[config.mk]
export PLATFORM = sky130hd
export DESIGN_NAME = ehc_magnus_log
export DESIGN_NICKNAME = d
export VERILOG_FILES = /design/src/hdl/ehc_pkg.sv /design/src/hdl/ehc_magnus_log.sv
export SDC_FILE = /design/constraint.sdc
export NUM_CORES = 2
export LEC_CHECK = 0
export BUFFER_PORTS_ARGS = -buffer_cell sky130_fd_sc_hd__buf_2
export CAP_MARGIN = 25
export CORE_ASPECT_RATIO = 1.25
export CORE_UTILIZATION = 60
export DETAILED_ROUTE_END_ITERATION = 7
export PLACE_DENSITY = 0.78
export SYNTH_ARGS = -nofsm -noshare
export SYNTH_HDL_FRONTEND = slang
export SYNTH_SLANG_ARGS = --single-unit
[constraint.sdc]
create_clock -name clk -period 9.4 [get_ports clk]
set_clock_uncertainty 0.15 [all_clocks]
set_input_delay 1.88 -clock clk [delete_from_list [all_inputs] [get_ports clk]]
set_output_delay 1.88 -clock clk [all_outputs]
set_load 0.01 [all_outputs]
[src/hdl/ehc_pkg.sv]
// ----------------------------------------------------------------------------
// ehc_pkg: shared types, constants and helpers
// Widths, Magnus fixed-point constants, the 2^(k/16) table and one restoring
// divide step used by both divider pipelines.
// ----------------------------------------------------------------------------
`default_nettype none

package ehc_pkg;

  localparam int TEMP_W = 15;
  localparam int RH_W   = 14;
  localparam int EQ_W   = 16;
  localparam int GAP_W  = 17;

  // Magnus coefficient 17.62*log2(e) in Q16, and 243.12 / 273.15 in hundredths
  localparam int MAGNUS_K = 1665944;
  localparam int MAGNUS_B = 24312;
  localparam int KELVIN   = 27315;

  localparam int DIV_W   = 16;               // divisor and remainder width
  localparam int PROD_W  = 36;               // |t| * MAGNUS_K
  localparam int LOG_QW  = 22;               // quotient bits of g(t)
  localparam int G_W     = LOG_QW + 1;       // signed g(t)
  localparam int Z_W     = G_W + 1;          // signed exponent difference
  localparam int LOG_LAT = LOG_QW + 2;

  localparam int EXP_RANGE = 20;
  localparam int EXP_LIM   = EXP_RANGE * 65536;
  localparam int E_W       = 6;              // integer exponent + EXP_RANGE

  localparam int M_W    = 18;                // mantissa 2^f in Q16
  localparam int P3_W   = RH_W + M_W;
  localparam int NUM_W  = 48;
  localparam int WIDE_W = NUM_W + EXP_RANGE - 1;
  localparam int SCALE_LAT = 5;

  localparam int RDIV_QW  = 32;
  localparam int DIV_LAT  = RDIV_QW + 2;
  localparam int CORE_LAT = LOG_LAT + SCALE_LAT + DIV_LAT;

  typedef struct packed {
    logic zero;
    logic sat;
  } ehc_flags_t;

  typedef struct packed {
    logic              fault;
    logic [RH_W-1:0]   irh;
  } side_t;

  typedef struct packed {
    logic signed [TEMP_W-1:0] ti;
    logic signed [TEMP_W-1:0] te;
    logic [RH_W-1:0]          erh;
  } temp_side_t;

  function automatic logic [M_W-1:0] pow2_q16(input logic [4:0] k);
    logic [M_W-1:0] v;
    case (k)
      5'd0:  v = 18'd65536;
      5'd1:  v = 18'd68438;
      5'd2:  v = 18'd71468;
      5'd3:  v = 18'd74632;
      5'd4:  v = 18'd77936;
      5'd5:  v = 18'd81386;
      5'd6:  v = 18'd84990;
      5'd7:  v = 18'd88752;
      5'd8:  v = 18'd92682;
      5'd9:  v = 18'd96785;
      5'd10: v = 18'd101070;
      5'd11: v = 18'd105545;
      5'd12: v = 18'd110218;
      5'd13: v = 18'd115098;
      5'd14: v = 18'd120194;
      5'd15: v = 18'd125515;
      5'd16: v = 18'd131072;
      default: v = '0;
    endcase
    return v;
  endfunction

  // one restoring step: returns {quotient bit, new remainder}; rem < d on entry
  function automatic logic [DIV_W:0] div_step(input logic [DIV_W-1:0] rem,
                                              input logic b,
                                              input logic [DIV_W-1:0] d);
    logic [DIV_W:0] t;
    logic [DIV_W:0] diff;
    t    = {rem, b};
    diff = t - {1'b0, d};
    if (t >= {1'b0, d}) begin
      return {1'b1, diff[DIV_W-1:0]};
    end
    return {1'b0, t[DIV_W-1:0]};
  endfunction

endpackage

`default_nettype wire

[src/hdl/ehc_magnus_log.sv]
// ----------------------------------------------------------------------------
// ehc_magnus_log: Magnus exponent in log2 units
// g(t) = trunc(t * K / (B + t)), Q16; one multiply stage, a one-bit-per-stage
// restoring divider on the magnitude, and a sign fix stage.
// ----------------------------------------------------------------------------
`default_nettype none

module ehc_magnus_log (
  input  logic                              clk,
  input  logic signed [ehc_pkg::TEMP_W-1:0] t,
  output logic signed [ehc_pkg::G_W-1:0]    g
);
  import ehc_pkg::*;

  logic [TEMP_W-1:0]     t_mag;
  logic [PROD_W-1:0]     prod;
  logic [DIV_W-1:0]      den;
  logic [DIV_W-1:0]      rem_r [0:LOG_QW];
  logic [LOG_QW-1:0]     x_r   [0:LOG_QW];
  logic [DIV_W-1:0]      den_r [0:LOG_QW];
  logic                  neg_r [0:LOG_QW];
  logic signed [G_W-1:0] q_ext;
  logic signed [G_W-1:0] g_r;

  assign t_mag = t[TEMP_W-1] ? TEMP_W'(-t) : TEMP_W'(t);
  assign prod  = PROD_W'(t_mag) * PROD_W'(MAGNUS_K);
  assign den   = DIV_W'(MAGNUS_B + int'(t));

  always_ff @(posedge clk) begin
    rem_r[0] <= DIV_W'(prod[PROD_W-1:LOG_QW]);
    x_r[0]   <= prod[LOG_QW-1:0];
    den_r[0] <= den;
    neg_r[0] <= t[TEMP_W-1];
  end

  for (genvar s = 0; s < LOG_QW; s++) begin : g_div
    logic [DIV_W:0] st;
    assign st = div_step(rem_r[s], x_r[s][LOG_QW-1], den_r[s]);
    always_ff @(posedge clk) begin
      rem_r[s+1] <= st[DIV_W-1:0];
      x_r[s+1]   <= {x_r[s][LOG_QW-2:0], st[DIV_W]};
      den_r[s+1] <= den_r[s];
      neg_r[s+1] <= neg_r[s];
    end
  end

  assign q_ext = signed'(G_W'(x_r[LOG_QW]));

  always_ff @(posedge clk) begin
    g_r <= neg_r[LOG_QW] ? -q_ext : q_ext;
  end

  assign g = g_r;

endmodule

`default_nettype wire

After elaboration in Yosys (flattened, before gate mapping)
Memories as Yosys holds them, arrays and structs flattened.
Cells that the tools add are included.

cells by class
  add/subtract/negate cells = 25
  multiply operators = 1
  order comparisons = 22
  mux-type cells = 68

operators with widths
  operator                                             count
  2-to-1 mux 17 bit                                    44
  greater-or-equal comparator 17 x 16 -> 1 bit         22
  subtractor 16 bit                                    22
  multiplier 15 x 18 -> 33 bit, second input constant  1
  negation 22 -> 23 bit                                1
  2-to-1 mux 1 bit                                     22
  2-to-1 mux 22 bit                                    1
  adder 16 x 15 -> 16 bit, first input constant        1
  2-to-1 mux 15 bit                                    1
  negation 15 bit                                      1

storage, ports and cells
  register bits = 23
  memory bits (writable) = 1265
  input bits = 16
  output and inout port bits = 23
  word-level logic and storage cells = 122
  memories kept = 4

memory list
  name   words  width  read ports  clocked after memory_dff  write ports  RTL line              source
  x_r    23     22     23          0                         23           ehc_magnus_log.sv:19  logic [LOG_QW-1:0] x_r [0:LOG_QW];
  den_r  23     16     22          0                         23           ehc_magnus_log.sv:20  logic [DIV_W-1:0] den_r [0:LOG_QW];
  rem_r  23     16     22          0                         23           ehc_magnus_log.sv:18  logic [DIV_W-1:0] rem_r [0:LOG_QW];
  neg_r  23     1      23          0                         23           ehc_magnus_log.sv:21  logic neg_r [0:LOG_QW];

Logic depth before layout (Yosys ltp)
An unclocked memory read counts as a cell.

  word-level depth = 4
  mapped depth = 29

Least setup slack after synthesis
No wires, ideal clock.

  path kind = input -> register
  start point = input t[3] (netlist name)
  end point = memory rem_r[0][7]
  setup time = 0.127 ns
  arrival time = 8.204 ns
  required time = 9.123 ns
  setup slack = 0.920 ns
  stages on the path = 27
  path buffers = 1
  cells stage by stage = inv_1 > ha_1 > nor4b_1 > nand2_1 > or3_1 > nand2_1 > xor2_1 > inv_1 > ha_1 > fa_1 > inv_1 > fa_1 > inv_1 > fa_1 > fa_1 > inv_1 > fa_1 > inv_1 > ha_1 > clkbuf_1 > and4_1 > a221oi_1 > o21ai_1 > a21o_1 > a21oi_1 > o21ai_0 > xor2_1

RTL lines
  item         RTL line              source
  from (decl)  ehc_magnus_log.sv:10  input logic signed [ehc_pkg::TEMP_W-1:0] t,
  to (decl)    ehc_magnus_log.sv:18

==> impl_results.md <==
* N_diodes at 0
* Fin. max-slew vios at 0
* Initial Util at 60.8%
* Max_slew headroom at a little under a third
* Mapped Area at a little over 0.05 mm^2
* Die extent in y at 326 um
* Final min period at 8.39 ns
* Antenna viol nets, final at 0
* Crit Path Class: in2reg
* DIE AREA at 0.0854 mm^2
* Post-synth EDFFs at 0
* Routed length per instance at 16.2 um
* Layout cells sized above 1 at 10.3%
* Compound-Gate Fraction of Synth Area at 12.2%
* GRT Total Usage at 23.2%
* Vias in the first global route at about 33000
* Remaining Overflow, GRT at 0
* Most frequent cells in the layout: 1172 x dfxtp_1, 636 x inv_1, 476 x ha_1, 244 x a21oi_1, 226 x mux2_2
* Port Buffers at 38
* Avg Cell Area, Syn at 10.5 um^2
* First-pass GRT wire length at 161000 um
* #FFs+latches synth at 1172
* Largest net degree at the start of global routing at 31
* Mux contribution to synthesized area at 6.20%
* Dpl hpwl at between 70000 and 80000 um
* Via count at 32900
* Nets at 5518
* Clock sink count at 1172
* Die Width at approximately 260 um
* CP Capture Type: flip-flop
* Cts bufs inserted at 105
* Endpoints failing hold at 0
* DRT Pass-1 Iters at 5
* WP data required at 9.82 ns
* CP startpoint kind: primary input
* Actual slew at the worst max-slew pin at 1.02 ns
* Reg2reg path depth at 10
* Syn Inst Count at around 4800
* TritonCTS clock tree: built
* Ys async rst share at 0%
* Max_cap viols at 0
* TNS Setup at 0 ns
* Area of the core at 0.0831 mm^2
* Clk buf depth at 3
* Crit path max fanout at 5
* Hold Path Cell Cnt at 0
* Clock latency on the worst-skew pair at 0.68 ns
* DR iter-0 viols at 1575
* Routed WL at 98600 um
* Crit path DAT at 8.80 ns
* Clk slew on worst S/H paths at 0.06 ns
* Remaining DRCs at 0
* Hold Buf Count CTS at 0
* Synth Area in Simple Gates at between 7 and 8%
* Synth warn at 0
* Initial antenna violation count at 0
* Area growth syn-to-layout at 10.2%
* Postcts setup bufs at 0
* Synth Area in XOR/XNOR at 5.41%
* Area share of fa/ha/maj cells after synthesis at 16.4%
* RSZ-0062 raised after global routing: no
* Post-CTS Resized at 0
* Most common cell after layout, fill and taps aside: dfxtp_1
* Register area share after synthesis at 46.4%
* DR vias/cell at approximately 5.4
* H-tree levels at 3
* Status: complete, no violations
* Syn nets at 5414
* GP Congestion at roughly 0.91
* Unique cell type count in the Yosys netlist at approximately 100
* Fin crit share at 89.2%
* Min-delay worst type: reg2reg
* Cell Rows at 118
* Ports at 39
* Primary FF master, synth: dfxtp_1
* Largest family of logic cells by synthesized area: adder cells
* Setup Viol. Count Final at 0
* Max frequency at 119 MHz
* Clock Root Buffer: clkbuf_16
[layout make-up]
class / count / area, um^2
Fill cell: 6320 / 27400
Sequential cell: 1172 / 23500
Inverter: 636 / 2390
Clock buffer: 144 / 2990
Timing Repair Buffer: 56 / 340
Multi-Input combinational cell: 2938 / 24400
Clock inverter: 49 / 773
Tap cell: 1080 / 1350
[cell usage after synthesis (32+ instances only)]
cell | count | area share, %
o21ai_0 | 190 | 1.9
o21a_1 | 70 | 1.0
a31oi_1 | 32 | 0.40
mux2i_1 | 44 | 0.87
nor2b_1 | 64 | 0.79
dfxtp_1 | 1172 | 46
nor3_1 | 66 | 0.65
ha_1 | 476 | 12
a21oi_1 | 245 | 2.4
xor2_1 | 89 | 1.5
mux2_2 | 226 | 5.0
nand2_1 | 189 | 1.4
nand4_1 | 45 | 0.56
clkbuf_1 | 32 | 0.24
nand2b_1 | 53 | 0.66
nor2_1 | 224 | 1.7
inv_1 | 636 | 4.7
a21o_1 | 124 | 1.8
nand3_1 | 49 | 0.49
fa_1 | 117 | 4.6
xnor2_1 | 223 | 3.9
[registers in the layout, summed over array words and instances (netlist names)]
signal / count
rem_r: 350
neg_r: 23
g: 23
x_r: 424
den_r: 352
[metal layers]
layer	routed length, um	global-route usage, %	up-vias
met4	2990	8.53	0
met2	51300	43.1	526
met3	2900	2.60	178
li1	-	-	16600
met1	41400	26.9	15600
met5	0	0	-
[critical path, stage by stage]
cell and delay (ns):
buf_2 0.13, nor3_1 0.39, nand2_1 0.19, or3_1 0.42, or4_1 0.61, inv_1 0.14
ha_1 0.29, xor2_1 0.21, ha_1 0.31, inv_1 0.05, fa_1 0.49, inv_1 0.05
fa_1 0.53, fa_1 0.56, inv_1 0.07, fa_1 0.53, inv_1 0.04, ha_1 0.35
a211oi_1 0.24, nand3_1 0.11, o21a_1 0.18, o21a_1 0.22, o21a_1 0.22, o31a_1 0.28
o311ai_1 0.31
[path summary, 6_finish.rpt]
kind / from / end / slack [ns]
setup / recovery: t[5] / rem_r[0][10]$_DFF_P_ / 1.01
hold / removal: x_r[1][128]$_DFF_P_ / x_r[1][151]$_DFF_P_ / 0.09
setup reg to reg: den_r[1][49]$_DFF_P_ / rem_r[1][7]$_DFF_P_ / 5.67
hold reg to reg: x_r[1][128]$_DFF_P_ / x_r[1][151]$_DFF_P_ / 0.09
[through the flow]
| stage | util [%] | hold slack [ns] | worst slack [ns] | instance area (um^2) | instances |
|---|---|---|---|---|---|
| after global routing | 67.0 | 0.107 | 0.564 | 55700 | 6075 |
| after floorplan | - | 0.160 | 0.920 | 50500 | 4805 |
| after global placement | 62.4 | 0.160 | 0.384 | 51900 | 5879 |
| after CTS | 67.0 | 0.0954 | 1.01 | 55700 | 6073 |
| after detailed placement | 62.4 | 0.162 | 0.360 | 51900 | 5880 |
| final | 67.0 | 0.0948 | 1.01 | 55700 | 6075 |
[cells by family (layout without fill, tap and decap cells)]
| family | Yosys count | in the layout |
|---|---|---|
| flip-flops | 1172 | 1172 |
| XOR/XNOR | 312 | 312 |
| AO/OA/AOI/OAI | 933 | 933 |
| other | 1 | 1 |
| buffers and inverters | 695 | 885 |
| AND/OR/NAND/NOR | 819 | 819 |
| multiplexers | 280 | 280 |
| adder cells (fa/ha/maj) | 593 | 593 |
Power is not shown: default switching activity piles up to over one toggle a cycle in this logic, so the estimate is an artifact.
