===== src/hdl/ehc_pkg.sv =====
// ----------------------------------------------------------------------------
// ehc_pkg: shared types, constants and helpers
// Widths, Magnus fixed-point constants, the 2^(k/16) table and one restoring
// divide step used by both divider pipelines.
// ----------------------------------------------------------------------------
`default_nettype none

package ehc_pkg;

  localparam int TEMP_W = 15;
  localparam int RH_W   = 14;
  localparam int EQ_W   = 16;
  localparam int GAP_W  = 17;

  // Magnus coefficient 17.62*log2(e) in Q16, and 243.12 / 273.15 in hundredths
  localparam int MAGNUS_K = 1665944;
  localparam int MAGNUS_B = 24312;
  localparam int KELVIN   = 27315;

  localparam int DIV_W   = 16;               // divisor and remainder width
  localparam int PROD_W  = 36;               // |t| * MAGNUS_K
  localparam int LOG_QW  = 22;               // quotient bits of g(t)
  localparam int G_W     = LOG_QW + 1;       // signed g(t)
  localparam int Z_W     = G_W + 1;          // signed exponent difference
  localparam int LOG_LAT = LOG_QW + 2;

  localparam int EXP_RANGE = 20;
  localparam int EXP_LIM   = EXP_RANGE * 65536;
  localparam int E_W       = 6;              // integer exponent + EXP_RANGE

  localparam int M_W    = 18;                // mantissa 2^f in Q16
  localparam int P3_W   = RH_W + M_W;
  localparam int NUM_W  = 48;
  localparam int WIDE_W = NUM_W + EXP_RANGE - 1;
  localparam int SCALE_LAT = 5;

  localparam int RDIV_QW  = 32;
  localparam int DIV_LAT  = RDIV_QW + 2;
  localparam int CORE_LAT = LOG_LAT + SCALE_LAT + DIV_LAT;

  typedef struct packed {
    logic zero;
    logic sat;
  } ehc_flags_t;

  typedef struct packed {
    logic              fault;
    logic [RH_W-1:0]   irh;
  } side_t;

  typedef struct packed {
    logic signed [TEMP_W-1:0] ti;
    logic signed [TEMP_W-1:0] te;
    logic [RH_W-1:0]          erh;
  } temp_side_t;

  function automatic logic [M_W-1:0] pow2_q16(input logic [4:0] k);
    logic [M_W-1:0] v;
    case (k)
      5'd0:  v = 18'd65536;
      5'd1:  v = 18'd68438;
      5'd2:  v = 18'd71468;
      5'd3:  v = 18'd74632;
      5'd4:  v = 18'd77936;
      5'd5:  v = 18'd81386;
      5'd6:  v = 18'd84990;
      5'd7:  v = 18'd88752;
      5'd8:  v = 18'd92682;
      5'd9:  v = 18'd96785;
      5'd10: v = 18'd101070;
      5'd11: v = 18'd105545;
      5'd12: v = 18'd110218;
      5'd13: v = 18'd115098;
      5'd14: v = 18'd120194;
      5'd15: v = 18'd125515;
      5'd16: v = 18'd131072;
      default: v = '0;
    endcase
    return v;
  endfunction

  // one restoring step: returns {quotient bit, new remainder}; rem < d on entry
  function automatic logic [DIV_W:0] div_step(input logic [DIV_W-1:0] rem,
                                              input logic b,
                                              input logic [DIV_W-1:0] d);
    logic [DIV_W:0] t;
    logic [DIV_W:0] diff;
    t    = {rem, b};
    diff = t - {1'b0, d};
    if (t >= {1'b0, d}) begin
      return {1'b1, diff[DIV_W-1:0]};
    end
    return {1'b0, t[DIV_W-1:0]};
  endfunction

endpackage

`default_nettype wire


===== src/hdl/ehc_scale.sv =====
// ----------------------------------------------------------------------------
// ehc_scale: exponent split, 2^f interpolation and numerator build
// Five stages: classify/split, mantissa, rh*m, *Ki, shift by the integer
// exponent. Out: shifted numerator, Ke and zero/saturate flags.
// ----------------------------------------------------------------------------
`default_nettype none

module ehc_scale (
  input  logic                              clk,
  input  logic signed [ehc_pkg::G_W-1:0]    gi,
  input  logic signed [ehc_pkg::G_W-1:0]    ge,
  input  logic signed [ehc_pkg::TEMP_W-1:0] ti,
  input  logic signed [ehc_pkg::TEMP_W-1:0] te,
  input  logic [ehc_pkg::RH_W-1:0]          erh,
  output logic [ehc_pkg::NUM_W-1:0]         num,
  output logic [ehc_pkg::DIV_W-1:0]         ke,
  output ehc_pkg::ehc_flags_t               flags
);
  import ehc_pkg::*;

  logic signed [Z_W-1:0] z;
  logic [Z_W-1:0]        u;
  logic                  big;
  logic                  tiny;
  logic                  rh0;

  logic [3:0]       k1_r;
  logic [11:0]      w1_r;
  logic [E_W-1:0]   e1_r, e2_r, e3_r, e4_r;
  logic [RH_W-1:0]  rh1_r, rh2_r;
  logic [DIV_W-1:0] ki1_r, ki2_r, ki3_r;
  logic [DIV_W-1:0] ke1_r, ke2_r, ke3_r, ke4_r, ke5_r;
  ehc_flags_t       fl1_r, fl2_r, fl3_r, fl4_r, fl5_r;

  logic [M_W-1:0]   p_lo, p_hi, p_diff, m;
  logic [29:0]      iprod;
  logic [M_W-1:0]   m2_r;
  logic [P3_W-1:0]  p3_r;
  logic [NUM_W-1:0] n4_r;
  logic [NUM_W-1:0] num5_r;

  logic [E_W-1:0]    rs, ls;
  logic [WIDE_W-1:0] wide;
  logic              ovf;
  logic [NUM_W-1:0]  shifted;

  // stage 1: exponent difference and range split
  assign z    = $signed({ge[G_W-1], ge}) - $signed({gi[G_W-1], gi});
  assign big  = z >= EXP_LIM;
  assign tiny = z < -EXP_LIM;
  assign rh0  = (erh == '0);
  assign u    = Z_W'(z + EXP_LIM);

  always_ff @(posedge clk) begin
    k1_r       <= u[15:12];
    w1_r       <= u[11:0];
    e1_r       <= u[E_W+15:16];
    rh1_r      <= erh;
    ki1_r      <= DIV_W'(KELVIN + int'(ti));
    ke1_r      <= DIV_W'(KELVIN + int'(te));
    fl1_r.zero <= rh0 | tiny;
    fl1_r.sat  <= ~rh0 & big;
  end

  // stage 2: mantissa by table plus linear interpolation
  assign p_lo   = pow2_q16({1'b0, k1_r});
  assign p_hi   = pow2_q16({1'b0, k1_r} + 5'd1);
  assign p_diff = p_hi - p_lo;
  assign iprod  = 30'(p_diff) * 30'(w1_r) + 30'd2048;
  assign m      = p_lo + M_W'(iprod[29:12]);

  always_ff @(posedge clk) begin
    m2_r  <= m;
    e2_r  <= e1_r;
    rh2_r <= rh1_r;
    ki2_r <= ki1_r;
    ke2_r <= ke1_r;
    fl2_r <= fl1_r;
  end

  // stage 3/4: rh * m * Ki
  always_ff @(posedge clk) begin
    p3_r  <= P3_W'(rh2_r) * P3_W'(m2_r);
    e3_r  <= e2_r;
    ki3_r <= ki2_r;
    ke3_r <= ke2_r;
    fl3_r <= fl2_r;
  end

  always_ff @(posedge clk) begin
    n4_r  <= NUM_W'(p3_r) * NUM_W'(ki3_r);
    e4_r  <= e3_r;
    ke4_r <= ke3_r;
    fl4_r <= fl3_r;
  end

  // stage 5: scale by 2^n; anything past 48 bits is certain overflow
  assign rs   = E_W'(EXP_RANGE) - e4_r;
  assign ls   = e4_r - E_W'(EXP_RANGE);
  assign wide = WIDE_W'(n4_r) << ls;

  always_comb begin
    if (e4_r < E_W'(EXP_RANGE)) begin
      shifted = n4_r >> rs;
      ovf     = 1'b0;
    end else begin
      shifted = wide[NUM_W-1:0];
      ovf     = |wide[WIDE_W-1:NUM_W];
    end
  end

  always_ff @(posedge clk) begin
    num5_r     <= shifted;
    ke5_r      <= ke4_r;
    fl5_r.zero <= fl4_r.zero;
    fl5_r.sat  <= fl4_r.sat | ovf;
  end

  assign num   = num5_r;
  assign ke    = ke5_r;
  assign flags = fl5_r;

endmodule

`default_nettype wire


===== config.mk =====
export PLATFORM = sky130hd
export DESIGN_NAME = ehc_scale
export DESIGN_NICKNAME = d
export VERILOG_FILES = /design/src/hdl/ehc_pkg.sv /design/src/hdl/ehc_scale.sv
export SDC_FILE = /design/constraint.sdc
export NUM_CORES = 2
export LEC_CHECK = 0
export BUFFER_PORTS_ARGS = -buffer_cell sky130_fd_sc_hd__buf_2
export CAP_MARGIN = 10
export CORE_ASPECT_RATIO = 1.2
export CORE_MARGIN = 10
export CORE_UTILIZATION = 55
export CTS_CLUSTER_SIZE = 30
export DETAILED_ROUTE_END_ITERATION = 10
export HOLD_SLACK_MARGIN = 0.05
export PLACE_DENSITY = 0.72
export SYNTH_ARGS = -nofsm -noshare
export SYNTH_HDL_FRONTEND = slang
export SYNTH_SLANG_ARGS = --single-unit

===== constraint.sdc =====
create_clock -name clk -period 12.3 [get_ports clk]
set_clock_uncertainty 0.2 [all_clocks]
set_input_delay 3.075 -clock clk [delete_from_list [all_inputs] [get_ports clk]]
set_output_delay 3.075 -clock clk [all_outputs]
set_load 0.02 [all_outputs]

After elaboration in Yosys (flattened, before gate mapping)
Memories as Yosys holds them, arrays and structs flattened. A register that Yosys moved wholly into a read port is not among the register bits.
Cells that the tools add are included.
- $add $sub $neg: 10
- multipliers: 3
- divide/modulo/power cells: 0
- magnitude comparators: 3
- equality and inequality tests: 0
- shift operators: 2
- multiplexer cells: 2
- bitwise gates (word level): 4
- reductions and logical operators: 2
- operators by type and width (kind ; number):
    $shl A48 B6 Y67 ; 1
    $mul A32 B16 Y48 ; 1
    $mux W48 ; 1
    $shr A48 B6 Y48 ; 1
    $add A16 B15 Y16 const A ; 2
    $mul A14 B18 Y32 ; 1
    $add A30 B12 Y30 const B ; 1
    $mul A18 B12 Y30 ; 1
    $ge A24 B22 Y1 const B ; 1
    $lt A24 B22 Y1 const B ; 1
    $sub A23 B23 Y24 ; 1
    $add A22 B22 Y22 const B ; 1
    $reduce_or A19 Y1 ; 1
    $add A18 B18 Y18 ; 1
    $sub A18 B18 Y18 ; 1
    $logic_not A14 Y1 ; 1
    $lt A6 B5 Y1 const B ; 1
    $sub A5 B6 Y6 const A ; 1
    $sub A6 B5 Y6 const B ; 1
    $add A4 B1 Y5 const B ; 1
    $or A1 B1 Y1 ; 2
    $and A1 B1 Y1 ; 1
    $mux W1 ; 1
    $not A1 Y1 ; 1
- register bits: 352
- bits in latches: 0
- RAM bits: 0
- bits in read-only memories: 832
- output and inout port bits: 66
- logic and storage cells: 58
- memories kept: 2
- memory list (name ; words ; width ; read ports ; clocked after memory_dff ; wr ports ; RTL line ; RTL):
    (name not given) ; 32 ; 18 ; 1 ; 0 ; 0 ; ehc_pkg.sv:59 ; case (k)
    (name not given) ; 16 ; 16 ; 1 ; 1 ; 0 ; ehc_pkg.sv:59 ;

Logic depth before layout (Yosys ltp)
An unclocked memory read counts as a cell.
- depth in word-level cells: 6
- gate-level depth with buffers: 48
- gate-level depth less buffers: 46

Worst setup path after synthesis
Ideal clock, no wire load.
- path kind: flip-flop to flip-flop
- from: reg k1_r[0]
- to: reg m2_r[17]
- arrival: 10.262 ns
- data required time: 12.028 ns
- path slack: 1.765 ns
- cell stages (with the launch flop): 45
- buffers on the path: 2
- clock period less this slack: 10.535 ns
- cells stage by stage: dfxtp_1 > clkbuf_1 > nand3_1 > xnor2_1 > nand2_1 > or2_2 > ha_1 > fa_1 > nor2b_1 > o21ai_0 > a21boi_0 > o21ai_0 > a21boi_0 > o21a_1 > o21a_1 > mux2i_1 > nand2_1 > clkbuf_1 > [... 9 more ...] > o2111a_1 > o31ai_1 > a21o_1 > a311o_1 > a21oi_1 > nand3_1 > nand2_1 > xnor2_1 > ha_1 > a21o_1 > a31o_2 > o311a_1 > o31ai_2 > a21oi_1 > nor2_1 > o21ai_0 > a221oi_2 > xnor2_1
- cells in the longest elaborated chain, start to end: 6
- RTL lines (item ; RTL line ; RTL):
    start, declared ; ehc_scale.sv:27 ; logic [3:0] k1_r;
    start signal, assigned ; ehc_scale.sv:55 ; k1_r <= u[15:12];
    $add A4 B1 Y5 ; ehc_scale.sv:67 ; assign p_hi = pow2_q16({1'b0, k1_r} + 5'd1);
    $mem_v2 Z32 W18 ; n/a ;
    $sub A18 B18 Y18 ; ehc_scale.sv:68 ; assign p_diff = p_hi - p_lo;
    $mul A18 B12 Y30 ; ehc_scale.sv:69 ; assign iprod = 30'(p_diff) * 30'(w1_r) + 30'd2048;
    $add A30 B12 Y30 ; ehc_scale.sv:69 ;
    $add A18 B18 Y18 ; ehc_scale.sv:70 ; assign m = p_lo + M_W'(iprod[29:12]);
    via m[17] ; ehc_scale.sv:35 ; logic [M_W-1:0] p_lo, p_hi, p_diff, m;
    end signal, assigned ; ehc_scale.sv:73 ; m2_r <= m;
    end, declared ; ehc_scale.sv:37 ; logic [M_W-1:0] m2_r;
The timed path passes the listed nets, and every way through them passes these cells.

Final worst setup path
Ends and elaborated chain as after synthesis.

==> impl_metrics.tcl <==
set metrics [dict create \
    area_growth_pct 6.144 \
    drive_above_1_share 0.07041 \
    grt_pass1_vias 38980 \
    cap_violations 0 \
    grt_max_degree 79 \
    cp-end-kind "flop" \
    cp_slowest_stage_delay_ps 560 \
    grt_pass1_wl_mm 204.4 \
    critPathTopFamily "adder cells" \
    r2r_slack_ps 940 \
    die_y_um 342.9 \
    cts_tree "done" \
    wire_per_inst_um 19.30 \
    dpl.hpwl_mm 98.52 \
    synth_cell_types 82 \
    outcome "completed" \
    timing.fmax_mhz 88.05 \
    yosys.area.top_type "fa_1" \
    critPathLaunchType "flop" \
    routabilityCongestion 0.9877 \
    critical_path_class "flop to flop" \
    grt_usage 0.2586 \
    overflow 0 \
    synth_nets 6600 \
    fp.dieW_um 289.1 \
    drtIter0Drc 2733 \
    dr.pass1.iters 8 \
    synthTopCellsByCount "nand2_1 (888), inv_1 (859), fa_1 (769)" \
    seqCellArea_um2 7381 \
    stdcell_area_um2 50730 \
    cts_num_sinks 368 \
    yosys_warnings 0 \
    yosysSeqAreaShare 0.1541 \
    grt_antenna_before_repair 2 \
    hold_viol_final 0 \
    fin_nets 6589 \
    vias_per_cell 5.715 \
    antenna_left 0 \
    synth_enable_flop_cells 0 \
    vias 37290 \
    final.setup.tns_ps 0 \
    path_clk_slew_ps 70 \
    syn_area_um2 47790 \
    multi_input_area_um2 36210 \
    post-route-util 0.5884 \
    core_area_um2 86220 \
    yosysMostFrequentCell "nand2_1" \
    io_buffers 156 \
    worstPathArrival_ps 11680 \
    rsz0062_at_grt "no" \
    dpl_cell_area_um2 49380 \
    crit_path_max_fanout 13 \
    die_area_um2 99140 \
    crit_required_ps 12620 \
    slew_violations 0 \
    path_buf_inv 2 \
    final_min_period_over_clock_period 0.9233 \
    synthArstFlopShare 0 \
    n_fill_cell 7588 \
    root_buffer "clkbuf_16" \
    cts_buffers 38 \
    wirelength_mm 125.9 \
    period_needed_ps 11360 \
    worst_path_max_delay_cell "dfxtp_1" \
    cts_htree_levels 2 \
    core.rowCount 118 \
    worst_skew_pair.late_latency_ps 590 \
    setup_viol 0 \
    hold_path_class "flop to flop" \
    synthFlopType "dfxtp_1" \
    netlist_top_cells_area "fa_1 (32%), dfxtp_1 (15%), ha_1 (9.8%), nand2_1 (7.0%), inv_1 (6.7%)" \
    syn_area_per_cell_um2 8.909 \
    clk_path_buf_depth 3 \
    holdWs_ps 104.8 \
    synth-seq-cells 368 \
    postSynthCellCount 5365 \
    worst_pin_slew_ps 1142 \
    io_pins 157 \
    drcViolationCount 0 \
    timing.critical_path.mode_cell "fa_1" \
    initial_core_util 0.5543 \
    netlist.area_leader.share 0.3221 \
    relSlewSlack 0.2334 \
]
-- routing by layer --
metal | wire length (µm) | vias to the layer above | track usage
met3 | 8467 | 400 | 0.03475
met5 | 0 | - | 0
met4 | 6307 | 0 | 0.1214
li1 | - | 16900 | -
met2 | 63070 | 1492 | 0.4531
met1 | 48070 | 18500 | 0.3108
-- cells by family after synthesis --
logic type      share of synthesized area
simple gates                       0.1623
buf+inv                           0.08956
fa+ha+maj                          0.4203
compound gates                    0.09521
flops                              0.1541
xor+xnor                          0.02987
mux                               0.04864
-- flip-flops by register name, indices dropped and copies added (netlist names), 4 cells and up --
name / flops
e2_r: 6
p_lo: 16
m2_r: 18
ke4_r: 16
ke2_r: 16
ki1_r: 16
e3_r: 6
p3_r: 32
w1_r: 12
e1_r: 6
ki3_r: 16
ke3_r: 16
ki2_r: 16
rh1_r: 14
k1_r: 4
num: 48
ke1_r: 16
n4_r: 48
ke: 16
rh2_r: 14
e4_r: 6
-- worst paths after layout --
kind / from / end / cells after the start
max: k1_r[0] / m2_r[17] / 42
min: fl2_r[0] / fl3_r[0] / 0
max reg2reg: k1_r[0] / m2_r[17] / 42
min reg2reg: fl2_r[0] / fl3_r[0] / 0
-- repair_timing --
item                       in CTS  in global routing
setup endpoints to repair       0                  1
setup buffers                   0                  0
hold buffers                    0                  0
resized for setup               0                  2
-- cell type report --
cell class / count / share of cell area
Multi-Input combinational cell: 3881 / 0.7137
Sequential cell: 368 / 0.1455
Inverter: 861 / 0.06371
Tap cell: 1140 / 0.02812
Timing Repair Buffer: 204 / 0.02249
Clock buffer: 48 / 0.02047
Clock inverter: 21 / 0.005969
Antenna cell: 1 / 0.00004933
-- stage by stage --
| stage | instances | setup slack, ps |
|---|---|---|
| 2_1_floorplan | 5365 | 1765 |
| 3_3_place_gp | 6454 | 929.3 |
| 3_5_place_dp | 6454 | 752.8 |
| 4_1_cts | 6523 | 754.2 |
| 5_1_grt | 6523 | 111.4 |
| 6_report | 6524 | 943.1 |
-- placed cells by master (no fill, tap or decap), types with 13 or more instances in the layout --
master | Yosys | layout
mux2i_1 | 95 | 95
nor2b_1 | 39 | 39
a21o_1 | 58 | 58
nand2_1 | 888 | 888
and2_1 | 353 | 353
xor2_1 | 48 | 45
a211oi_1 | 25 | 25
buf_2 | 25 | 156
xnor2_1 | 115 | 111
dfxtp_1 | 368 | 359
a21oi_1 | 200 | 200
ha_1 | 375 | 372
a31oi_1 | 21 | 21
clkbuf_16 | 0 | 38
o21a_1 | 45 | 45
mux4_2 | 54 | 54
o21bai_1 | 20 | 20
nor3_1 | 44 | 44
mux2_2 | 14 | 14
inv_1 | 859 | 859
a22oi_1 | 17 | 17
nand3_1 | 57 | 57
o31ai_1 | 13 | 13
nand2b_1 | 26 | 26
nor2_1 | 216 | 216
buf_4 | 6 | 48
nand4_1 | 25 | 25
o22ai_1 | 41 | 41
o21ai_0 | 161 | 161
fa_1 | 769 | 769
o211ai_1 | 20 | 20
Power is left out: the tool's default activity adds up to more than one toggle a clock period on the data nets, which glitch-free logic cannot reach.
