==> src/hdl/ehc_pkg.sv <==
// ----------------------------------------------------------------------------
// ehc_pkg: shared types, constants and helpers
// Widths, Magnus fixed-point constants, the 2^(k/16) table and one restoring
// divide step used by both divider pipelines.
// ----------------------------------------------------------------------------
`default_nettype none

package ehc_pkg;

  localparam int TEMP_W = 15;
  localparam int RH_W   = 14;
  localparam int EQ_W   = 16;
  localparam int GAP_W  = 17;

  // Magnus coefficient 17.62*log2(e) in Q16, and 243.12 / 273.15 in hundredths
  localparam int MAGNUS_K = 1665944;
  localparam int MAGNUS_B = 24312;
  localparam int KELVIN   = 27315;

  localparam int DIV_W   = 16;               // divisor and remainder width
  localparam int PROD_W  = 36;               // |t| * MAGNUS_K
  localparam int LOG_QW  = 22;               // quotient bits of g(t)
  localparam int G_W     = LOG_QW + 1;       // signed g(t)
  localparam int Z_W     = G_W + 1;          // signed exponent difference
  localparam int LOG_LAT = LOG_QW + 2;

  localparam int EXP_RANGE = 20;
  localparam int EXP_LIM   = EXP_RANGE * 65536;
  localparam int E_W       = 6;              // integer exponent + EXP_RANGE

  localparam int M_W    = 18;                // mantissa 2^f in Q16
  localparam int P3_W   = RH_W + M_W;
  localparam int NUM_W  = 48;
  localparam int WIDE_W = NUM_W + EXP_RANGE - 1;
  localparam int SCALE_LAT = 5;

  localparam int RDIV_QW  = 32;
  localparam int DIV_LAT  = RDIV_QW + 2;
  localparam int CORE_LAT = LOG_LAT + SCALE_LAT + DIV_LAT;

  typedef struct packed {
    logic zero;
    logic sat;
  } ehc_flags_t;

  typedef struct packed {
    logic              fault;
    logic [RH_W-1:0]   irh;
  } side_t;

  typedef struct packed {
    logic signed [TEMP_W-1:0] ti;
    logic signed [TEMP_W-1:0] te;
    logic [RH_W-1:0]          erh;
  } temp_side_t;

  function automatic logic [M_W-1:0] pow2_q16(input logic [4:0] k);
    logic [M_W-1:0] v;
    case (k)
      5'd0:  v = 18'd65536;
      5'd1:  v = 18'd68438;
      5'd2:  v = 18'd71468;
      5'd3:  v = 18'd74632;
      5'd4:  v = 18'd77936;
      5'd5:  v = 18'd81386;
      5'd6:  v = 18'd84990;
      5'd7:  v = 18'd88752;
      5'd8:  v = 18'd92682;
      5'd9:  v = 18'd96785;
      5'd10: v = 18'd101070;
      5'd11: v = 18'd105545;
      5'd12: v = 18'd110218;
      5'd13: v = 18'd115098;
      5'd14: v = 18'd120194;
      5'd15: v = 18'd125515;
      5'd16: v = 18'd131072;
      default: v = '0;
    endcase
    return v;
  endfunction

  // one restoring step: returns {quotient bit, new remainder}; rem < d on entry
  function automatic logic [DIV_W:0] div_step(input logic [DIV_W-1:0] rem,
                                              input logic b,
                                              input logic [DIV_W-1:0] d);
    logic [DIV_W:0] t;
    logic [DIV_W:0] diff;
    t    = {rem, b};
    diff = t - {1'b0, d};
    if (t >= {1'b0, d}) begin
      return {1'b1, diff[DIV_W-1:0]};
    end
    return {1'b0, t[DIV_W-1:0]};
  endfunction

endpackage

`default_nettype wire

==> src/hdl/ehc_ratio_div.sv <==
// ----------------------------------------------------------------------------
// ehc_ratio_div: rounded quotient num / (65536 * Ke)
// Top-half overflow check, 32 restoring steps, then round half up with
// clipping to 16 bits.
// ----------------------------------------------------------------------------
`default_nettype none

module ehc_ratio_div (
  input  logic                      clk,
  input  logic [ehc_pkg::NUM_W-1:0] num,
  input  logic [ehc_pkg::DIV_W-1:0] ke,
  input  ehc_pkg::ehc_flags_t       flags,
  output logic [ehc_pkg::EQ_W-1:0]  eq,
  output logic                      sat
);
  import ehc_pkg::*;

  logic [DIV_W-1:0]   hi;
  logic               pre;
  logic [DIV_W-1:0]   rem_r [0:RDIV_QW];
  logic [RDIV_QW-1:0] x_r   [0:RDIV_QW];
  logic [DIV_W-1:0]   ke_r  [0:RDIV_QW];
  ehc_flags_t         fl_r  [0:RDIV_QW];
  logic [RDIV_QW:0]   rnd;
  logic               sat_f;
  logic [EQ_W-1:0]    eq_r;
  logic               sat_r;

  // quotient >= 2^32 already clips
  assign hi  = num[NUM_W-1:RDIV_QW];
  assign pre = hi >= ke;

  always_ff @(posedge clk) begin
    rem_r[0]     <= pre ? '0 : hi;
    x_r[0]       <= num[RDIV_QW-1:0];
    ke_r[0]      <= ke;
    fl_r[0].zero <= flags.zero;
    fl_r[0].sat  <= flags.sat | pre;
  end

  for (genvar s = 0; s < RDIV_QW; s++) begin : g_div
    logic [DIV_W:0] st;
    assign st = div_step(rem_r[s], x_r[s][RDIV_QW-1], ke_r[s]);
    always_ff @(posedge clk) begin
      rem_r[s+1] <= st[DIV_W-1:0];
      x_r[s+1]   <= {x_r[s][RDIV_QW-2:0], st[DIV_W]};
      ke_r[s+1]  <= ke_r[s];
      fl_r[s+1]  <= fl_r[s];
    end
  end

  assign rnd   = {1'b0, x_r[RDIV_QW]} + (RDIV_QW+1)'(32768);
  assign sat_f = fl_r[RDIV_QW].sat | rnd[RDIV_QW];

  always_ff @(posedge clk) begin
    if (fl_r[RDIV_QW].zero) begin
      eq_r  <= '0;
      sat_r <= 1'b0;
    end else if (sat_f) begin
      eq_r  <= '1;
      sat_r <= 1'b1;
    end else begin
      eq_r  <= rnd[RDIV_QW-1:RDIV_QW-EQ_W];
      sat_r <= 1'b0;
    end
  end

  assign eq  = eq_r;
  assign sat = sat_r;

endmodule

`default_nettype wire

==> config.mk <==
export PLATFORM = sky130hd
export DESIGN_NAME = ehc_ratio_div
export DESIGN_NICKNAME = d
export VERILOG_FILES = /design/src/hdl/ehc_pkg.sv /design/src/hdl/ehc_ratio_div.sv
export SDC_FILE = /design/constraint.sdc
export NUM_CORES = 1
export LEC_CHECK = 0
export ABC_CLOCK_PERIOD_IN_PS = 3800
export BUFFER_PORTS_ARGS = -buffer_cell sky130_fd_sc_hd__clkbuf_2
export CAP_MARGIN = 20
export CORE_ASPECT_RATIO = 1.25
export CORE_UTILIZATION = 61
export DETAILED_ROUTE_END_ITERATION = 16
export PLACE_DENSITY = 0.78
export SYNTH_ARGS = -nofsm -noshare
export SYNTH_HDL_FRONTEND = slang
export SYNTH_SLANG_ARGS = --single-unit
==> constraint.sdc <==
create_clock -name clk -period 3.8 [get_ports clk]
set_input_delay 0.57 -clock clk [delete_from_list [all_inputs] [get_ports clk]]
set_output_delay 0.57 -clock clk [all_outputs]
set_load 0.05 [all_outputs]
# [Yosys cells after proc, flatten, opt, wreduce, memory -nomap -nowiden]
# Memories as Yosys holds them, arrays and structs flattened.
# Index checks and enable logic that the tools add are counted.
[op_classes] n_addsub=33 magnitude_cmp=33 muxes=99 n_bitwise=2
[op_table] operator="$mux 17" count=64
[op_table] operator="$ge 17x16->1" count=32
[op_table] operator="$sub 16x16->16" count=32
[op_table] operator="$add 32x16->33 const B" count=1
[op_table] operator="$mux 1" count=33
[op_table] operator="$mux 16" count=2
[op_table] operator="$ge 16x16->1" count=1
[op_table] operator="$or 1x1->1" count=2
[totals] ff_bits=17 ram_bits=2178 in_bits=67 out_inout_bits=17 word_cells=173 mem_count=4
[memory_table] name="x_r" depth=33 width=32 read_ports=33 rd_clocked_by_memory_dff=0 wr=33 line_no="ehc_ratio_div.sv:21" source="logic [RDIV_QW-1:0] x_r [0:RDIV_QW];"
[memory_table] name="ke_r" depth=33 width=16 read_ports=32 rd_clocked_by_memory_dff=0 wr=33 line_no="ehc_ratio_div.sv:22" source="logic [DIV_W-1:0] ke_r [0:RDIV_QW];"
[memory_table] name="rem_r" depth=33 width=16 read_ports=32 rd_clocked_by_memory_dff=0 wr=33 line_no="ehc_ratio_div.sv:20" source="logic [DIV_W-1:0] rem_r [0:RDIV_QW];"
[memory_table] name="fl_r" depth=33 width=2 read_ports=33 rd_clocked_by_memory_dff=0 wr=33 line_no="ehc_ratio_div.sv:23" source="ehc_flags_t fl_r [0:RDIV_QW];"

# [Depth between registers and ports, before layout]
# Gate-level depths: netlist (run 1).
[logic_depth] ltp_word=3 ltp_mapped=13 ltp_nobuf=11

# [Worst setup path before layout (run 1)]
# No wires, ideal clock.
[synth_timing] kind="reg2reg" startpoint="mem ke_r[9][6] (netlist: ke_r[0][150])" endpoint="mem rem_r[10][9] (netlist: rem_r[0][169])" setup_ps=121 t_arrival_ps=2851 required_time_ps=3679 path_slack_ps=828 path_stages_with_launch=12 path_buffers=1 synth_period_minus_slack_ps=2972 path_cell_list="dfxtp_1 -> inv_1 -> ha_1 -> a211oi_2 -> o21ai_1 -> a221oi_2 -> o21ai_1 -> a2111oi_0 -> o21ai_1 -> a211oi_4 -> buf_12 -> mux2_4"
[synth_rtl] item="start, declared" line_no="ehc_ratio_div.sv:22"
[synth_rtl] item="end, declared" line_no="ehc_ratio_div.sv:20"

==> impl_metrics.env, run 1 <==
export IMPL_synth_distinct_cells=72
export IMPL_timing_rr_end="rem_r[0][165]$_DFF_P_"
export IMPL_finalClockSkew_ns=0.07138
export IMPL_die_x_um=232.1
export IMPL_clk_latency_ns=0.70
export IMPL_p_leak_nw=21.05
export IMPL_place_congestion=0.8754
export IMPL_die_height_um=289.7
export IMPL_reg2reg_depth=12
export IMPL_hpwl_um=48010
export IMPL_cpMaxStageDelayCell="a2111oi_0"
export IMPL_antenna_found_initial=0
export IMPL_drv_cap=0
export IMPL_design_die_area_mm2=0.06725
export IMPL_synthToLayoutAreaGrowth_pct=13.65
export IMPL_period_needed_ns=3.403
export IMPL_max_clock_freq_ghz=0.2938
export IMPL_cp_required_ns=4.34
export IMPL_synth_edf_count=0
export IMPL_yosys_warnings=0
export IMPL_r2r_start="ke_r[0][146]$_DFF_P_"
export IMPL_layout_nets=4146
export IMPL_tightest_slew_ns=1.009
export IMPL_ctsResizeCount=0
export IMPL_syn_num_nets=3966
export IMPL_start_util=0.6161
export IMPL_fin_area_mm2=0.04590
export IMPL_worstSetupPathType="reg -> reg"
export IMPL_gr_total_overflow=0
export IMPL_r2r_setup_slack_ns=0.40
export IMPL_cp_cell_sequence="inv_1, ha_1, a21oi_1, o21ai_1, a221oi_2, o21ai_1, a2111oi_0, buf_4, o21ai_1, a211oi_4, buf_12, mux2_2"
export IMPL_drc=0
export IMPL_track_usage=0.2003
export IMPL_grt_pass1_vias=25370
export IMPL_syn_area_per_cell_um2=11.24
export IMPL_whs_endpoint="x_r[0][29]$_DFF_P_"
export IMPL_synth_area_mm2=0.04039
export IMPL_cpMostUsedCell="o21ai_1"
export IMPL_synthFlopType="dfxtp_1"
export IMPL_final_cell_mix="dfxtp_1 (1188), inv_1 (367), ha_1 (289)"
export IMPL_synthCells=3594
export IMPL_cts_sinks=1188
export IMPL_rows=105
export IMPL_hold_class="in -> reg"
export IMPL_async_reset_ff_frac=0
export IMPL_ys_seq_area_frac=0.5889
export IMPL_core_area_mm2=0.06556
export IMPL_grt_start_max_net_pins=31
export IMPL_worstPathArrival_ns=3.95
export IMPL_crit_path_end_kind="register"
export IMPL_cts_tree="built"
export IMPL_vias=24920
export IMPL_cts_buffers=104
export IMPL_grt_pass1_wl_um=110100
export IMPL_rsz0062_at_grt="false"
export IMPL_final_antenna_net_count=0
export IMPL_num_antenna_cells=0
export IMPL_pin_count=84
export IMPL_wl_per_cell_um=14.29
export IMPL_layout_commonest_cell="dfxtp_1"
export IMPL_cts_max_level=3
export IMPL_powerDensity_mw_per_mm2=954.3
export IMPL_hold_start="num[29]"
export IMPL_path_max_fanout=17
export IMPL_synth_seq_cells=1188
export IMPL_fin_hold_ws_ns=0.03404
export IMPL_status="finished, final reports clean"
export IMPL_cts_root_buffer="clkbuf_16"
export IMPL_dr_pass1_iters=5
export IMPL_place_area_mm2=0.04184
export IMPL_clock_path_buffers=3
export IMPL_max_vdd_ir_drop_mv=0.5161
export IMPL_drtIter0Drc=777
export IMPL_final_setup_tns_ns=0
export IMPL_min_period_over_period=0.8956
export IMPL_hold_violations=0
export IMPL_slew_headroom=0.3102
export IMPL_setup_viol=0
export IMPL_wl_um=67420
export IMPL_start_kind="register"
export IMPL_whs_path_depth=1
export IMPL_worst_path_largest_cell_delay_ns=0.59
export IMPL_io_buffers=68
export IMPL_clk_pin_slew_worst_paths_ns=0.06
export IMPL_final_max_slew_viol_count=0
export IMPL_layout_drive_gt1_share=0.1163
export IMPL_n_fill_cell=4694
export IMPL_via_per_inst=5.283
==> kinds of logic (layout without fill, tap and decap cells) <==
family,after synthesis,in the layout,synth area share
adder cells (fa/ha/maj),305,305,0.09747
flip-flops,1188,1188,0.5889
AO/OA/AOI/OAI,721,721,0.1136
AND/OR/NAND/NOR,618,618,0.07482
XOR/XNOR,193,193,0.04186
multiplexers,162,162,0.04492
buffers and inverters,407,674,0.03842
==> worst max path at each step <==
stage	from	to	slack (ns)	depth (start not counted)
global route	ke_r[0][146]$_DFF_P_	rem_r[0][167]$_DFF_P_	0.20	12
detailed placement	ke_r[0][146]$_DFF_P_	rem_r[0][165]$_DFF_P_	0.32	12
floorplan	ke_r[0][150]$_DFF_P_	rem_r[0][169]$_DFF_P_	0.83	11
finish	ke_r[0][146]$_DFF_P_	rem_r[0][165]$_DFF_P_	0.40	12
CTS	ke_r[0][146]$_DFF_P_	rem_r[0][165]$_DFF_P_	0.24	12
global placement	ke_r[0][150]$_DFF_P_	rem_r[0][166]$_DFF_P_	0.42	12
==> power breakdown <==
group	switching, mW	total [mW]	internal (mW)
registers	1.39	17.8	16.4
clock network	4.63	11.3	6.63
logic	7.72	14.8	7.07
total	13.7	43.8	30.1
==> final cells by class <==
type | count | area [um^2] | share of cell area
flip-flops and latches | 1188 | 23780 | 0.5182
multi-input cells | 1999 | 15080 | 0.3285
clock buffers | 138 | 2950 | 0.06428
inverters | 367 | 1378 | 0.03001
well taps | 856 | 1071 | 0.02333
clock inverters | 55 | 887.1 | 0.01933
repair buffers | 114 | 753.2 | 0.01641
==> what timing repair did <==
item | 4_1_cts | 5_1_grt
buffers inserted | 0 | 0
hold buffers | 22 | 0
setup endpoints to repair | 0 | 0
hold endpoints to repair | 22 | 0
==> routing by layer <==
metal	vias to the layer above	GRT usage	share of wire
met3	205	0.03199	0.028
met1	11740	0.1592	0.33
met5	-	0	0
met2	392	0.4368	0.59
li1	12590	-	-
met4	0	0.1118	0.048
==> registers in the layout, indices dropped and copies added (netlist names) <==
name	flops
sat	1
eq	16
rem_r	272
ke_r	272
fl_r	66
x_r	561
==> critical path: cells and delay by family, from the launching register on <==
family | cells | cell delay [ns]
buffers and inverters | 3 | 0.46
adders and majority gates | 1 | 0.33
muxes | 1 | 0.35
AOI/OAI and AO/OA | 7 | 1.80
DFF | 1 | 0.33
==> synthesized netlist by cell type (all sizes together), types with 21 or more instances <==
library cell  instances  area share
mux2i                29      0.0072
nor2                131       0.012
a21oi               209       0.026
nand3                46      0.0057
o21ai               181       0.022
a211oi               21      0.0046
a21o                 89       0.017
and3                 27      0.0042
nand4                25      0.0039
a31oi                24      0.0037
clkbuf               31      0.0029
xnor2               116       0.025
nor3                 56      0.0069
dfxtp              1188        0.59
o31ai                23      0.0043
ha                  289       0.090
nand2b               26      0.0040
o21a                 46      0.0086
nor2b                48      0.0074
mux2                133       0.038
nand2               172       0.016
xor2                 77       0.017
inv                 367       0.034
and2                 27      0.0042
==> metrics by stage <==
| step | setup slack, ns | instances | utilization | power [mW] |
|---|---|---|---|---|
| after global placement | 0.4171 | 4502 | 0.6382 | 31.98 |
| after global routing | 0.2026 | 4717 | 0.7001 | 46.58 |
| final | 0.3968 | 4717 | 0.7001 | 43.80 |
| after CTS | 0.2441 | 4717 | 0.7001 | 44.14 |
| after detailed placement | 0.3239 | 4502 | 0.6382 | 32.55 |
| after floorplan | 0.8278 | 3594 | - | 29.31 |
No activity file was read; power rests on OpenSTA's default activity.
==> inputs of run 2 (changes only) <==
Settings changed: ABC_AREA set to 1, CORE_UTILIZATION 61 to 62, PLACE_DENSITY 0.78 to 0.79.
==> impl_metrics.env, run 2 <==
export IMPL_status="finished, final reports clean"
export IMPL_max_vdd_ir_drop_mv=0.7257
export IMPL_hold_violations=0
export IMPL_syn_area_per_cell_um2=8.041
export IMPL_drc=0
export IMPL_worstSetupPathType="reg -> reg"
export IMPL_finalClockSkew_ns=0.05930
export IMPL_final_antenna_net_count=0
export IMPL_ys_seq_area_frac=0.5133
export IMPL_cts_max_level=3
export IMPL_cp_required_ns=4.35
export IMPL_synth_top_area_frac=0.5133
export IMPL_clock_path_buffers=3
export IMPL_wl_per_cell_um=14.87
export IMPL_rows=111
export IMPL_max_clock_freq_ghz=0.4009
export IMPL_multi_input_area_mm2=0.01818
export IMPL_num_antenna_cells=0
export IMPL_drv_cap=0
export IMPL_die_height_um=307.6
export IMPL_yosys_warnings=0
export IMPL_synth_distinct_cells=44
export IMPL_vias=34790
export IMPL_cts_sinks=1188
export IMPL_period_needed_ns=2.494
export IMPL_gr_total_overflow=0
export IMPL_synth_seq_cells=1188
export IMPL_cts_buffers=104
export IMPL_wl_um=103600
export IMPL_synth_top_area_cell="dfxtp_1"
export IMPL_layout_nets=6294
export IMPL_die_x_um=246.5
export IMPL_core_area_mm2=0.07361
export IMPL_synthFlopType="dfxtp_1"
export IMPL_setup_viol=0
export IMPL_via_per_inst=4.991
export IMPL_final_cell_mix="nand2_1 (1884), dfxtp_1 (1188), inv_1 (1038)"
export IMPL_seq_area_mm2=0.02378
export IMPL_p_leak_nw=28.07
export IMPL_fin_area_mm2=0.05158
export IMPL_largest_reg_flops=561
export IMPL_synth_area_mm2=0.04633
export IMPL_design_die_area_mm2=0.07583
export IMPL_grt_start_max_net_pins=21
export IMPL_syn_num_nets=6134
export IMPL_start_util=0.6294
export IMPL_reg_largest_list="x_r: 561 flops, ke_r: 272 flops, rem_r: 272 flops"
export IMPL_rsz0062_at_grt="false"
export IMPL_min_period_over_period=0.6564
export IMPL_start_kind="register"
export IMPL_ctsResizeCount=0
export IMPL_slew_headroom=0.5088
export IMPL_layout_drive_gt1_share=0.05973
export IMPL_dr_pass1_iters=5
export IMPL_synthCells=5762
export IMPL_synth_area_leaders="dfxtp_1 (51%), nand2_1 (15%), inv_1 (8.4%), ha_1 (7.8%), nand3_1 (4.7%)"
export IMPL_io_buffers=68
export IMPL_regMostFlops="x_r"
export IMPL_place_congestion=0.9759
export IMPL_synth_edf_count=0
export IMPL_layout_commonest_cell="nand2_1"
export IMPL_final_setup_tns_ns=0
export IMPL_tightest_slew_ns=0.7360
export IMPL_hold_buffers=34
export IMPL_cts_root_buffer="clkbuf_16"
export IMPL_n_fill_cell=5988
export IMPL_worstPathArrival_ns=3.05
export IMPL_grt_pass1_wl_um=166200
export IMPL_path_max_fanout=19
export IMPL_fin_hold_ws_ns=0.08047
export IMPL_synthToLayoutAreaGrowth_pct=11.32
export IMPL_ys_top_cells_by_count="nand2_1 (1884), dfxtp_1 (1188), inv_1 (1038)"
export IMPL_track_usage=0.2752
export IMPL_cts_setup_buffers=0
export IMPL_powerDensity_mw_per_mm2=919.8
export IMPL_crit_path_end_kind="register"
export IMPL_grt_pass1_vias=34330
export IMPL_final_max_slew_viol_count=0
export IMPL_hpwl_um=76500
export IMPL_pin_count=84
export IMPL_synth_most_common_cell="nand2_1"
export IMPL_drtIter0Drc=1706
export IMPL_antenna_found_initial=0
export IMPL_async_reset_ff_frac=0
export IMPL_clk_latency_ns=0.70
export IMPL_place_area_mm2=0.04748
export IMPL_hold_class="in -> reg"
export IMPL_cts_tree="built"
export IMPL_p_total_mw=47.44
export IMPL_clk_pin_slew_worst_paths_ns=0.06
==> run 2: cell count changes in the layout (fill, tap and decap cells not counted), moves of 36 or more <==
cell      before   now
o21a_1        46     6
xnor2_1      116    21
a21o_1        89     1
a21oi_1      208   164
mux2_2       126     0
nand3_1       46   435
o21ai_0      172    34
nor2_1       131   240
nand3b_1       6    51
nand4_1       25    61
nand2_1      172  1884
inv_1        367  1038
nor2b_1       48     0
==> run 2: layout make-up <==
| cell class | count | area share |
|---|---|---|
| Clock buffer | 132 | 0.05563 |
| Clock inverter | 62 | 0.01713 |
| Inverter | 1045 | 0.07605 |
| Multi-Input combinational cell | 3474 | 0.3526 |
| Sequential cell | 1188 | 0.4611 |
| Tap cell | 960 | 0.02329 |
| Timing Repair Buffer | 109 | 0.01422 |
==> run 2: report_power, final <==
part	total, mW	switching (mW)	leakage [nW]	internal (mW)
sequential	18.3	1.85	10.0	16.4
clock	11.2	4.75	1.84	6.46
combinational	17.9	11.8	16.2	6.11
==> run 2: worst paths after layout <==
path                         from                endpoint  slack [ns]  depth (start not counted)
max          ke_r[0][158]$_DFF_P_   rem_r[0][173]$_DFF_P_        1.31                         10
min                       num[35]  rem_r[0][3]$_SDFF_PP0_        0.08                          3
max reg2reg  ke_r[0][158]$_DFF_P_   rem_r[0][173]$_DFF_P_        1.31                         10
min reg2reg   x_r[0][320]$_DFF_P_     x_r[0][353]$_DFF_P_        0.31                          0
==> run 2: per-layer routing <==
metal / vias to the layer above / part of all wire / track usage
met2: 846 / 0.53 / 0.5242
met3: 315 / 0.035 / 0.03355
met1: 15700 / 0.38 / 0.2866
li1: 17930 / - / -
met4: 0 / 0.055 / 0.1572
met5: - / 0 / 0
==> run 2: per-stage QoR <==
step                      setup WS [ns]  cells    util
final                             1.306   6970  0.7007
after global routing              1.152   6970  0.7007
after CTS                         1.323   6970  0.7007
after detailed placement          1.350   6742  0.6451
after global placement            1.367   6742  0.6451
after floorplan                   1.911   5762       -
==> run 2: worst max-delay path: stages (launching register included) <==
cell     delay, ns
dfxtp_1       0.36
inv_1         0.08
ha_1          0.34
nand2_1       0.09
nand2_1       0.07
a21oi_1       0.14
o21ai_1       0.10
nor2_2        0.57
nand2_4       0.33
nand3_1       0.23
nand2_1       0.07
==> run 2: logic make-up after synthesis <==
logic type      after synthesis  synth area share
buf+inv                    1100           0.09417
flops                      1188            0.5133
simple gates               2841            0.2626
xor+xnor                    106           0.02004
fa+ha+maj                   305           0.08496
compound gates              222           0.02493
==> inputs of run 3 (changes only) <==
Settings changed: ABC_CLOCK_PERIOD_IN_PS 3800 to 2300.
Clock period 3.8 ns to 2.3 ns, I/O delays scaled along.
==> impl_metrics.env, run 3 (synthesized netlist as in run 2, its figures left out) <==
export IMPL_post_layout_nonfiller_instances=7053
export IMPL_hpwl_um=78700
export IMPL_rsz0062_at_grt="false"
export IMPL_min_period_over_period=0.9761
export IMPL_cts_tree="built"
export IMPL_regMostFlops="x_r"
export IMPL_final_cell_mix="nand2_1 (1884), dfxtp_1 (1188), inv_1 (1038)"
export IMPL_worstPathArrival_ns=2.82
export IMPL_cts_sinks=1188
export IMPL_cts_root_buffer="clkbuf_16"
export IMPL_reg_largest_list="x_r: 561 flops, ke_r: 272 flops, rem_r: 272 flops"
export IMPL_setup_viol=0
export IMPL_period_needed_ns=2.245
export IMPL_dp_cells=6806
export IMPL_setup_ws_ns=0.05495
export IMPL_final_antenna_net_count=0
export IMPL_wl_um=105300
export IMPL_powerDensity_mw_per_mm2=1520
export IMPL_clock_path_buffers=3
export IMPL_crit_path_end_kind="register"
export IMPL_largest_reg_flops=561
export IMPL_final_util=0.7117
export IMPL_p_total_mw=79.64
export IMPL_dr_pass1_iters=8
export IMPL_max_vdd_ir_drop_mv=1.270
export IMPL_grt_pass1_wl_um=167800
export IMPL_final_max_slew_viol_count=0
export IMPL_synthToLayoutAreaGrowth_pct=13.07
export IMPL_hold_class="reg -> reg"
export IMPL_start_kind="register"
export IMPL_finalClockSkew_ns=0.05660
export IMPL_place_congestion=0.9737
export IMPL_p_leak_nw=28.52
export IMPL_path_max_fanout=17
export IMPL_core_area_mm2=0.07361
export IMPL_antenna_found_initial=2
export IMPL_n_fill_cell=5788
export IMPL_gr_total_overflow=0
export IMPL_tightest_slew_ns=0.4934
export IMPL_layout_commonest_cell="nand2_1"
export IMPL_io_buffers=68
export IMPL_start_util=0.6294
export IMPL_max_clock_freq_ghz=0.4454
export IMPL_design_die_area_mm2=0.07583
export IMPL_final_setup_tns_ns=0
export IMPL_grt_pass1_vias=35020
export IMPL_clk_pin_slew_worst_paths_ns=0.06
export IMPL_track_usage=0.2771
export IMPL_rows=111
export IMPL_die_x_um=246.5
export IMPL_worstSetupPathType="reg -> reg"
export IMPL_hold_violations=0
export IMPL_cts_buffers=105
export IMPL_drtIter0Drc=1853
export IMPL_via_per_inst=5.002
export IMPL_place_ws_ns=-0.05472
export IMPL_clk_latency_ns=0.69
export IMPL_layout_drive_gt1_share=0.06944
export IMPL_pin_count=84
export IMPL_cp_required_ns=2.87
export IMPL_slew_headroom=0.6681
export IMPL_wl_per_cell_um=14.94
export IMPL_status="finished, final reports clean"
export IMPL_drv_cap=0
export IMPL_vias=35280
export IMPL_cts_max_level=3
export IMPL_layout_nets=6380
export IMPL_grt_start_max_net_pins=20
export IMPL_die_height_um=307.6
export IMPL_drc=0
[run 3: cell count changes in the layout (fill, tap and decap cells not counted), sizes merged]
| cell | previous run | this run |
|---|---|---|
| buf | 7 | 75 |
| clkinv | 36 | 30 |
| inv | 1052 | 1051 |
| dlygate4sd3 | 34 | 51 |
| bufinv | 15 | 18 |
| diode | 0 | 1 |
| clkbuf | 200 | 203 |
| clkinvlp | 4 | 2 |
[run 3: worst max-delay path, cell delays in order, from the launching register on]
cell	delay, ns
dfxtp_1	0.40
inv_1	0.07
ha_1	0.30
inv_1	0.07
or2_1	0.28
nor3_1	0.32
nand2_4	0.17
nand2_4	0.25
nand2_1	0.08
nand2_1	0.19
[run 3: repair_timing]
action	CTS	global route
buffers inserted	0	4
endpoints found under the setup margin	29	33
gates resized for setup	3	2
hold endpoints to repair	51	0
pin swaps	0	3
hold buffers	51	0
[run 3: final timing paths]
| kind | startpoint | end | slack (ns) | cells past startpoint |
|---|---|---|---|---|
| setup / recovery | ke_r[0][79]$_DFF_P_ | rem_r[0][89]$_DFF_P_ | 0.05 | 9 |
| hold / removal | x_r[0][154]$_DFF_P_ | x_r[0][187]$_DFF_P_ | 0.29 | 0 |
| setup reg to reg | ke_r[0][79]$_DFF_P_ | rem_r[0][89]$_DFF_P_ | 0.05 | 9 |
| hold reg to reg | x_r[0][154]$_DFF_P_ | x_r[0][187]$_DFF_P_ | 0.29 | 0 |
[run 3: layer usage]
| metal | part of all wire | global-route usage | wire (um) | up-vias |
|---|---|---|---|---|
| met5 | 0.00012 | 0 | 13 | - |
| met4 | 0.052 | 0.1473 | 5459 | 2 |
| met3 | 0.040 | 0.03599 | 4171 | 304 |
| met2 | 0.52 | 0.5321 | 55280 | 943 |
| met1 | 0.38 | 0.2879 | 40420 | 15900 |
| li1 | - | - | - | 18130 |
[run 3: metrics by stage]
| stage | hold slack (ns) | cell area (um^2) |
|---|---|---|
| after floorplan | 0.3096 | 46330 |
| after global placement | 0.3097 | 47980 |
| after detailed placement | 0.3121 | 47980 |
| after CTS | 0.2533 | 52340 |
| after global routing | 0.2729 | 52380 |
| final | 0.2856 | 52390 |
[run 3: final cells by class]
cell class	count	area, um^2	share of cell area
Clock buffer	135	2900	0.05536
Multi-Input combinational cell	3474	18210	0.3476
Timing Repair Buffer	194	1426	0.02723
Clock inverter	56	942.2	0.01798
Tap cell	960	1201	0.02293
Antenna cell	1	2.502	0.00004777
Inverter	1045	3923	0.07488
Sequential cell	1188	23780	0.4540
[run 3: report_power, final]
part           switching, mW  internal (mW)
Combinational           19.9           10.7
Sequential              3.03           27.2
Clock                   7.79           11.1
